<file path="src/design/cff_pkg.sv">
package cff_pkg;

   localparam int MAX_LINE_LENGTH = 4096;
   localparam int ADDR_W = $clog2(MAX_LINE_LENGTH);
   localparam int LEN_W = $clog2(MAX_LINE_LENGTH + 1);
   localparam int SUM_W = ADDR_W + 1;

   localparam int SAMPLE_W = 16;
   localparam int GAIN_W = 16;
   localparam int DELAY_W = 13;
   localparam int LINE_LEN_W = 13;
   localparam int DIFF_W = ((LEN_W > DELAY_W) ? LEN_W : DELAY_W) + 1;

   localparam int PROD_W = SAMPLE_W + GAIN_W;
   localparam int FRAC_SHIFT = 14;
   localparam int ROUND_HALF = 1 << (FRAC_SHIFT - 1);
   localparam int RND_W = PROD_W - FRAC_SHIFT + 1;
   localparam int ACC_W = RND_W + 1;
   localparam int SAT_MAX = 2 ** (SAMPLE_W - 1) - 1;
   localparam int SAT_MIN = -(2 ** (SAMPLE_W - 1));

   localparam int CSR_ADDR_W = 3;
   localparam int CSR_DATA_W = 32;
   localparam int CSR_IDX_BIT = 2;
   localparam logic REG_LINE_LENGTH = 1'b0;
   localparam logic REG_PASSTHROUGH = 1'b1;

   localparam int Q_DEPTH = 4;
   localparam int Q_PTR_W = $clog2(Q_DEPTH);
   localparam int Q_CNT_W = $clog2(Q_DEPTH + 1);

   typedef logic signed [SAMPLE_W-1:0] sample_type;
   typedef logic signed [GAIN_W-1:0] gain_type;
   typedef logic signed [PROD_W-1:0] prod_type;
   typedef logic [ADDR_W-1:0] addr_type;
   typedef logic [LEN_W-1:0] len_type;

   typedef struct packed {
      logic push;
      logic pop;
   } q_ctl_type;

   // q1.15 plus rounded q3.29 product, saturated to q1.15
   function automatic sample_type round_sat(sample_type a, prod_type p);
      logic signed [PROD_W:0] pr;
      logic signed [RND_W-1:0] t;
      logic signed [ACC_W-1:0] s;
      pr = (PROD_W + 1)'(p) + (PROD_W + 1)'(ROUND_HALF);
      t = pr[PROD_W:FRAC_SHIFT];
      s = ACC_W'(a) + ACC_W'(t);
      if (s > ACC_W'(SAT_MAX)) begin
         return sample_type'(SAT_MAX);
      end else if (s < ACC_W'(SAT_MIN)) begin
         return sample_type'(SAT_MIN);
      end else begin
         return sample_type'(s[SAMPLE_W-1:0]);
      end
   endfunction

endpackage

</file>
<file path="src/design/cff_out_q.sv">
module cff_out_q (
   input  logic                 clock,
   input  logic                 reset,
   input  cff_pkg::q_ctl_type   ctl,
   input  cff_pkg::sample_type  push_data,
   output logic                 q_valid,
   output cff_pkg::sample_type  q_data
);

   import cff_pkg::*;

   sample_type         mem_ff [Q_DEPTH];
   logic [Q_PTR_W-1:0] wr_ptr_ff, wr_ptr_in;
   logic [Q_PTR_W-1:0] rd_ptr_ff, rd_ptr_in;
   logic [Q_CNT_W-1:0] cnt_ff, cnt_in;

   always_comb begin
      wr_ptr_in = wr_ptr_ff;
      rd_ptr_in = rd_ptr_ff;
      if (ctl.push) begin
         wr_ptr_in = (wr_ptr_ff == Q_PTR_W'(Q_DEPTH - 1)) ? '0 : wr_ptr_ff + Q_PTR_W'(1);
      end
      if (ctl.pop) begin
         rd_ptr_in = (rd_ptr_ff == Q_PTR_W'(Q_DEPTH - 1)) ? '0 : rd_ptr_ff + Q_PTR_W'(1);
      end
      cnt_in = cnt_ff + Q_CNT_W'(ctl.push) - Q_CNT_W'(ctl.pop);
   end

   always_ff @(posedge clock) begin
      if (ctl.push) begin
         mem_ff[wr_ptr_ff] <= push_data;
      end
   end

   always_ff @(posedge clock) begin
      if (reset) begin
         wr_ptr_ff <= '0;
         rd_ptr_ff <= '0;
         cnt_ff <= '0;
      end else begin
         wr_ptr_ff <= wr_ptr_in;
         rd_ptr_ff <= rd_ptr_in;
         cnt_ff <= cnt_in;
      end
   end

   assign q_valid = (cnt_ff != '0);
   assign q_data = mem_ff[rd_ptr_ff];

endmodule

</file>
<file path="config.mk">
export PLATFORM = sky130hd
export DESIGN_NAME = cff_out_q
export DESIGN_NICKNAME = d
export VERILOG_FILES = /design/src/design/cff_pkg.sv /design/src/design/cff_out_q.sv
export SDC_FILE = /design/constraint.sdc
export NUM_CORES = 1
export LEC_CHECK = 0
export BUFFER_PORTS_ARGS = -buffer_cell sky130_fd_sc_hd__buf_2
export CAP_MARGIN = 30
export CORE_ASPECT_RATIO = 2
export CORE_MARGIN = 2
export CORE_UTILIZATION = 50
export CTS_BUF_LIST = sky130_fd_sc_hd__clkbuf_16
export CTS_CLUSTER_DIAMETER = 30
export DETAILED_ROUTE_END_ITERATION = 10
export PLACE_DENSITY = 0.79
export SLEW_MARGIN = 20
export SYNTH_ARGS = -nofsm -noshare
export SYNTH_HDL_FRONTEND = slang
export SYNTH_SLANG_ARGS = --single-unit
</file>
<file path="constraint.sdc">
create_clock -name clock -period 4.25 [get_ports clock]
set_input_delay 0.85 -clock clock [delete_from_list [all_inputs] [get_ports clock]]
set_output_delay 0.85 -clock clock [all_outputs]
set_load 0.03 [all_outputs]
</file>
==> results of run 1 <==
placed cells by master, fill, tap and decap left out:
cell type | netlist | layout
xnor3_1 | 1 | 1
edfxtp_1 | 64 | 64
buf_2 | 2 | 36
and2_1 | 4 | 4
nor2b_1 | 1 | 1
inv_1 | 5 | 6
fa_1 | 1 | 1
buf_8 | 0 | 1
mux2i_1 | 2 | 2
a21oi_1 | 2 | 2
or3b_2 | 2 | 2
mux4_1 | 6 | 6
ha_1 | 7 | 7
clkinv_2 | 0 | 2
nand2b_1 | 2 | 2
clkbuf_16 | 0 | 13
mux4_2 | 10 | 10
nor2_1 | 4 | 4
or3_1 | 1 | 1
dfxtp_1 | 9 | 9
metrics by stage:
stage	instance area [um^2]	worst slack, ps	cells
2_1_floorplan	2790	2220	125
3_3_place_gp	3000	1620	217
3_5_place_dp	3000	1510	217
4_1_cts	3340	1160	233
5_1_grt	3360	1340	234
6_report	3360	1440	234
power breakdown:
group	switching [mW]	total (mW)	internal [mW]
logic	0.107	0.191	0.0842
clock network	0.258	0.791	0.532
registers	0.0211	0.841	0.820
cell families after synthesis:
logic type      Yosys count
xor+xnor                  1
fa+ha+maj                 8
mux                      18
flops                    73
simple gates             14
compound gates            2
buf+inv                   9
worst max path at each step:
stage | slack (ps) | cells after the start | endpoint | from
CTS | 1160 | 2 | q_data[10] | register
floorplan | 2220 | 3 | q_data[0] | register
detailed placement | 1510 | 2 | q_data[10] | register
finish | 1440 | 3 | q_data[12] | register
global route | 1340 | 3 | q_data[12] | register
global placement | 1620 | 2 | q_data[12] | register
metal layers:
layer,track usage,vias to the layer above
li1,-,591
met1,0.156,645
met2,0.260,31
met3,0.0565,8
met4,0.0847,0
met5,0,-
sequential cells by signal (all words and copies together) (netlist names), named ones only:
register / count
wr_ptr_ff: 2
rd_ptr_ff: 2
mem_ff: 64
cnt_ff: 3
worst max-delay path, stage by stage, from the launching register on:
cell,delay [ps]
dfxtp_1,650
buf_8,230
mux4_1,560
buf_2,190
layout make-up:
cell class / count / share of cell area
multi-input combinational: 43 / 0.186
sequential: 73 / 0.626
clock inverter: 3 / 0.00410
tap: 60 / 0.0224
clock buffer: 13 / 0.0969
inverter: 5 / 0.00559
timing repair buffer: 37 / 0.0582
==> results.toml, run 1 <==
[die]
core_um2 = 5420
dieWidth_um = 56.8
start_util = 0.514
num_rows = 38
die-area_um2 = 6230
die_y_um = 110
ioPinCount = 37

[layout]
final_nets = 197
area_delta_synth_final_pct = 20.4
fillers = 397
drive_gt1_frac = 0.368
diodes = 0
fin_util = 0.619
multi_input_area_um2 = 626
regArea_um2 = 2100

[sta]
post-route-min-period_ps = 2810
max_slew_margin = 0.450
rsz0062_at_grt = "false"
worst_pin_slew_ps = 826
hold_viol = 0
setup_viol = 0
clock_skew_ps = 3.33
finalCritPeriodShare = 0.661
slew_violations = 0
fin_tns_setup_ps = 0
fmax_mhz = 356
hold_ws_ps = 537

[critical_path]
setup.worst_path.start_class = "register"
worstSetupPathType = "register to output port"
crit_arrival_ps = 1960
rrSetupSlack_ps = 2630
timing.rr.end = "mem_ff[0][3]"
r2r_start = "wr_ptr_ff[0]"
critPathMaxFanout = 9
reg2reg_depth = 3
cp.required_ps = 3400
endpoint_kind = "output port"

[placed_design]
place_hpwl_mm = 2.92
portBuffers = 36
gp_congestion = 0.671

[clocking]
tritoncts = "yes"
clock_latency_ps = 320
cts_buffers = 9
htreeDepth = 3
cts_buffer_depth = 2
cts-root-buf = "clkbuf_16"
holdBufCountCts = 0
cts_sinks = 73
postCtsSetupBuffers = 0
clk_pin_slew_ps = 50
post_cts_resize_count = 0

[yosys]
syn_area_per_cell_um2 = 22.3
synth_commonest_cells = "edfxtp_1 (64), mux4_2 (10), dfxtp_1 (9)"
synth-edff-count = 64
synth_simple_gate_area_frac = 0.0296
synth_area_um2 = 2790
yosysMostFrequentCell = "edfxtp_1"
synth_area_leaders = "edfxtp_1 (69%), mux4_2 (8.1%), dfxtp_1 (6.5%)"
ys_warn_count = 0
synth_xor_area_frac = 0.00808
yosys.area.top_type = "edfxtp_1"
synth_top_family_by_area = "multiplexers"
ys_ff_latch = 73
syn_nets = 153
synthAdderAreaFrac = 0.0386
synthArstFlopShare = 0
postSynthCellCount = 125
synthDistinctLibCells = 19
synth_compound_area_frac = 0.00359
synth.yosys.seq_area_share = 0.754
yosysTopAreaCellShare = 0.689
synthMuxAreaShare = 0.145
ys.flop_type = "edfxtp_1"

[routing]
met1_length_mm = 1.56
routed-via-count = 1275
routed-wl-met2_mm = 2.35
top_layer = "met4"
wl_met3_um = 177
vias_per_cell = 5.45
dr.pass1.iters = 4
ant_nets = 0
drt_iter0_drc = 31
avgRoutedWirePerCell_um = 17.9
drt_wl_total_mm = 4.20
drcViolationCount = 0

[run_status]
outcome = "finished clean"

[global_routing]
grt.total_usage = 0.151
grt_max_degree = 17
grt.overflow.total = 0
grt_pass1_vias = 1391
grt_first_pass_wirelength_mm = 6.69
antenna_found_initial = 0

[pwr]
peakVddDrop_uv = 469
p_total_mw = 1.82
p_leak_nw = 1.23
power.density_nw_per_um2 = 543

[run]
maxCapViolCount = 0

[hold_path]
hold-path-cell-count = 2
min_path_type = "register to register"
hold_start = "rd_ptr_ff[0]"
No activity file was read; power rests on OpenSTA's default activity.
==> run 2, diff against run 1 <==
- PLACE_DENSITY: 0.79 -> 0.81
- clock period: 4.25 -> 2.3 ns (I/O delays scaled with it)
==> run 2 against run 1 <==
Against the previous run:
- clock-buffer cell count is 4 lower
- core utilization shrank 0.72 points
- via count grew 3.5%
- register-to-register slack lost 2000 ps
- sequential power rose by 84%
- largest cell class unchanged
- largest power group unchanged
- final cell count grew 2.6%
- sequential share of layout area is 0.73 points higher
- wire length is 8.3% higher
- non-clock buffer count rose by 5
- critical path type unchanged
- first-iteration DRC count increased by 23%
==> results.toml, run 2 (synthesis results as in run 1) <==
[die]
num_rows = 38
start_util = 0.514
die_y_um = 110
die-area_um2 = 6230
dieWidth_um = 56.8
ioPinCount = 37
core_um2 = 5420

[placed_design]
placed_cell_area_um2 = 3060
place_ws_ps = 436
dp.cells = 223
portBuffers = 36
gp_congestion = 0.674

[clocking]
cts-root-buf = "clkbuf_16"
cts_buffers = 9
post_cts_resize_count = 0
tritoncts = "yes"
clk_pin_slew_ps = 50
htreeDepth = 3
holdBufCountCts = 0
cts_sinks = 73
postCtsSetupBuffers = 0
clock_latency_ps = 320
cts_buffer_depth = 2

[layout]
final_cell_mix = "edfxtp_1 (64), buf_2 (36), mux4_2 (10)"
final_common_cell = "edfxtp_1"
fin_area_um2 = 3320
area_delta_synth_final_pct = 19.0
largest_reg_flops = 64
fin_cells = 240
drive_gt1_frac = 0.369
final_nets = 202
top_regs = "mem_ff: 64 flops, cnt_ff: 3 flops"
regMostFlops = "mem_ff"

[sta]
setup_viol = 0
fmax_mhz = 476
finalCritPeriodShare = 0.913
slew_violations = 0
fin_tns_setup_ps = 0
max_slew_margin = 0.841
hold_viol = 0
clock_skew_ps = 3.72
fin_ws_ps = 200
post-route-min-period_ps = 2100
rsz0062_at_grt = "false"
worst_pin_slew_ps = 238

[routing]
avgRoutedWirePerCell_um = 18.9
ant_nets = 0
drt_wl_total_mm = 4.55
routed-via-count = 1319
drcViolationCount = 0
drt_iter0_drc = 38
vias_per_cell = 5.50
dr.pass1.iters = 4

[critical_path]
worstSetupPathType = "register to output port"
critPathMaxFanout = 16
crit_arrival_ps = 1640
endpoint_kind = "output port"
cp.required_ps = 1840
rrSetupSlack_ps = 670
setup.worst_path.start_class = "register"

[global_routing]
grt.overflow.total = 0
grt_pass1_vias = 1397
antenna_found_initial = 1
grt_first_pass_wirelength_mm = 7.00
grt_max_degree = 17
grt.total_usage = 0.164

[hold_path]
min_path_type = "input pin to register"

[pwr]
power.density_nw_per_um2 = 932
p_total_mw = 3.09
p_leak_nw = 1.22
peakVddDrop_uv = 851

[run]
maxCapViolCount = 0

[run_status]
outcome = "finished clean"
==> run 2: routing by layer <==
layer | GRT usage | share of wire | up-vias
met5 | 0 | 0 | -
met4 | 0.121 | 0.037 | 0
met3 | 0.0447 | 0.038 | 15
met2 | 0.300 | 0.60 | 32
met1 | 0.150 | 0.32 | 667
li1 | - | - | 605
==> run 2: layout make-up <==
class                   count  area (um^2)
diodes                      1         2.50
clock buffers               9          225
clock inverters             7         30.0
fillers                   392         2100
inverters                   5         18.8
multi-input cells          43          626
flip-flops and latches     73         2100
well taps                  60         75.1
repair buffers             42          238
==> run 2: final timing paths <==
| kind | startpoint | to | cells after the start |
|---|---|---|---|
| setup / recovery | register | q_data[13] | 3 |
| hold reg to reg | wr_ptr_ff[0] | wr_ptr_ff[0] | 2 |
| setup reg to reg | cnt_ff[0] | cnt_ff[2] | 8 |
| hold / removal | push_data[10] | mem_ff[1][10] | 1 |
==> run 2: stage by stage <==
step | hold WS (ps) | util
after global routing | 348 | 0.612
final | 352 | 0.612
after CTS | 342 | 0.611
after global placement | 497 | 0.564
after detailed placement | 521 | 0.564
after floorplan | 469 | -
==> run 2: worst max-delay path: stages, from the launching register on <==
cell,delay (ps)
dfxtp_1,350
buf_12,180
mux4_1,580
buf_2,200
==> run 2: power by group <==
group          total, mW  switching [mW]  internal [mW]
Combinational      0.380           0.216          0.164
Clock               1.16           0.458          0.706
Sequential          1.55          0.0317           1.52
==> run 3, diff against run 2 <==
- PLACE_DENSITY: 0.81 -> 0.79
- clock period: 2.3 -> 2.15 ns (I/O delays scaled with it)
==> run 3 against run 2 <==
Against the previous run:
- first-iteration DRC count rose by 7.9%
- clock power rose by 5%
- clock-buffer cell count did not move
- via count fell by 1.6%
- power rose by 6.0%
- core utilization fell by 0.069 points
- worst setup slack got worse by 110 ps
- non-clock buffer count did not move
- critical path type unchanged
- critical endpoint is now q_data[14]
==> results.toml, run 3 (synthesis results as in run 1) <==
[routing]
ant_nets = 0
drcViolationCount = 0
drt_wl_total_mm = 4.21
drt_iter0_drc = 41
dr.pass1.iters = 4
routed-via-count = 1298
vias_per_cell = 5.43
avgRoutedWirePerCell_um = 17.6

[pwr]
power.density_nw_per_um2 = 989
net-switching-power_uw = 728
p_total_mw = 3.28
power_frac_clock = 0.373
internal_power_mw = 2.55
combPwrFrac = 0.123
sw_frac_of_total = 0.222
peakVddDrop_uv = 794
p_seq_frac = 0.504
p_leak_nw = 1.23

[placed_design]
placed_cell_area_um2 = 3060
dp.cells = 223
place_ws_ps = 335
place_hpwl_mm = 2.92
portBuffers = 36
gp_congestion = 0.687

[die]
die_y_um = 110
start_util = 0.514
die-area_um2 = 6230
dieWidth_um = 56.8
num_rows = 38
core_um2 = 5420
ioPinCount = 37

[global_routing]
grt.overflow.total = 0
grt_max_degree = 17
grt.total_usage = 0.155
antenna_found_initial = 0
grt_first_pass_wirelength_mm = 6.77
grt_pass1_vias = 1388

[critical_path]
critPathMaxFanout = 16
endpoint_kind = "output port"
crit_arrival_ps = 1630
reg2reg_depth = 8
path_cells = "buf_12, mux4_1, buf_2"
worstSetupPathType = "register to output port"
rrSetupSlack_ps = 580
slowest_stage = "mux4_1"
r2r_start = "cnt_ff[0]"
cp.required_ps = 1720
timing.rr.end = "cnt_ff[2]"
setup.worst_path.start_class = "register"
slowest_delay_ps = 570
endpoint = "q_data[14]"

[layout]
final_cell_mix = "edfxtp_1 (64), buf_2 (36), inv_1 (10), mux4_2 (10)"
diodes = 0
drive_gt1_frac = 0.363
regMostFlops = "mem_ff"
top_regs = "mem_ff: 64 flops, cnt_ff: 3 flops"
largest_reg_flops = 64
final_common_cell = "edfxtp_1"
fin_area_um2 = 3310
area_delta_synth_final_pct = 18.9
fin_cells = 239
final_nets = 202

[sta]
hold_viol = 0
rsz0062_at_grt = "false"
slew_violations = 0
clock_skew_ps = 9.28
fin_tns_setup_ps = 0
worst_pin_slew_ps = 445
finalCritPeriodShare = 0.959
setup_viol = 0
max_slew_margin = 0.703
fin_ws_ps = 87.2
fmax_mhz = 485
post-route-min-period_ps = 2060

[clocking]
clock_latency_ps = 330
holdBufCountCts = 0
tritoncts = "yes"
cts_buffers = 9
post_cts_resize_count = 0
cts-root-buf = "clkbuf_16"
htreeDepth = 3
cts_buffer_depth = 2
cts_sinks = 73
clk_pin_slew_ps = 50
postCtsSetupBuffers = 0

[run]
maxCapViolCount = 0

[run_status]
outcome = "finished clean"

[hold_path]
min_path_type = "input pin to register"
## run 3: changes by cell type in the layout (fill, tap and decap cells not counted)
cell | previous run | this run
clkinv_1 | 2 | 0
diode_2 | 1 | 0
inv_1 | 7 | 10
clkinv_2 | 3 | 2
## run 3: critical path, delay by kind of cell (launching register included)
kind / cells / cell delay (ps)
multiplexers: 1 / 570
buffers and inverters: 2 / 380
flip-flops: 1 / 350
## run 3: how the worst min path moves through the flow
stage	start	to	slack (ps)	cells past startpoint
detailed placement	rd_ptr_ff[0]	register	530	2
finish	push_data[14]	mem_ff[1][14]	320	1
global placement	rd_ptr_ff[0]	rd_ptr_ff[0]	490	2
floorplan	rd_ptr_ff[0]	register	470	2
global route	push_data[10]	mem_ff[2][10]	310	1
CTS	push_data[14]	mem_ff[1][14]	310	1
## run 3: cell type report
type                       count  area, um^2
timing repair buffer          42         238
tap                           60        75.1
sequential                    73        2100
clock buffer                   9         225
multi-input combinational     43         626
clock inverter                 7        28.8
fill                         398        2110
inverter                       5        18.8
## run 3: per-stage QoR
step | hold slack [ps] | utilization
3_3_place_gp | 494 | 0.564
6_report | 325 | 0.611
4_1_cts | 313 | 0.611
2_1_floorplan | 469 | -
3_5_place_dp | 526 | 0.564
5_1_grt | 312 | 0.611
## run 3: power by group through the flow
| stage | Sequential [mW] | Clock, mW | Combinational [mW] |
|---|---|---|---|
| detailed placement | 1.68 | 0 | 0.407 |
| CTS | 1.65 | 1.25 | 0.410 |
| global route | 1.66 | 1.33 | 0.435 |
| floorplan | 1.67 | 0 | 0.294 |
| global placement | 1.67 | 0 | 0.386 |
| finish | 1.65 | 1.22 | 0.402 |
## run 3: routing by layer
metal  vias to the layer above  track usage  wire length (um)
met5                         -            0                 0
met4                         0       0.0897               119
met3                        12       0.0553               221
met2                        42        0.267              2370
met1                       640        0.161              1500
li1                        604            -                 -
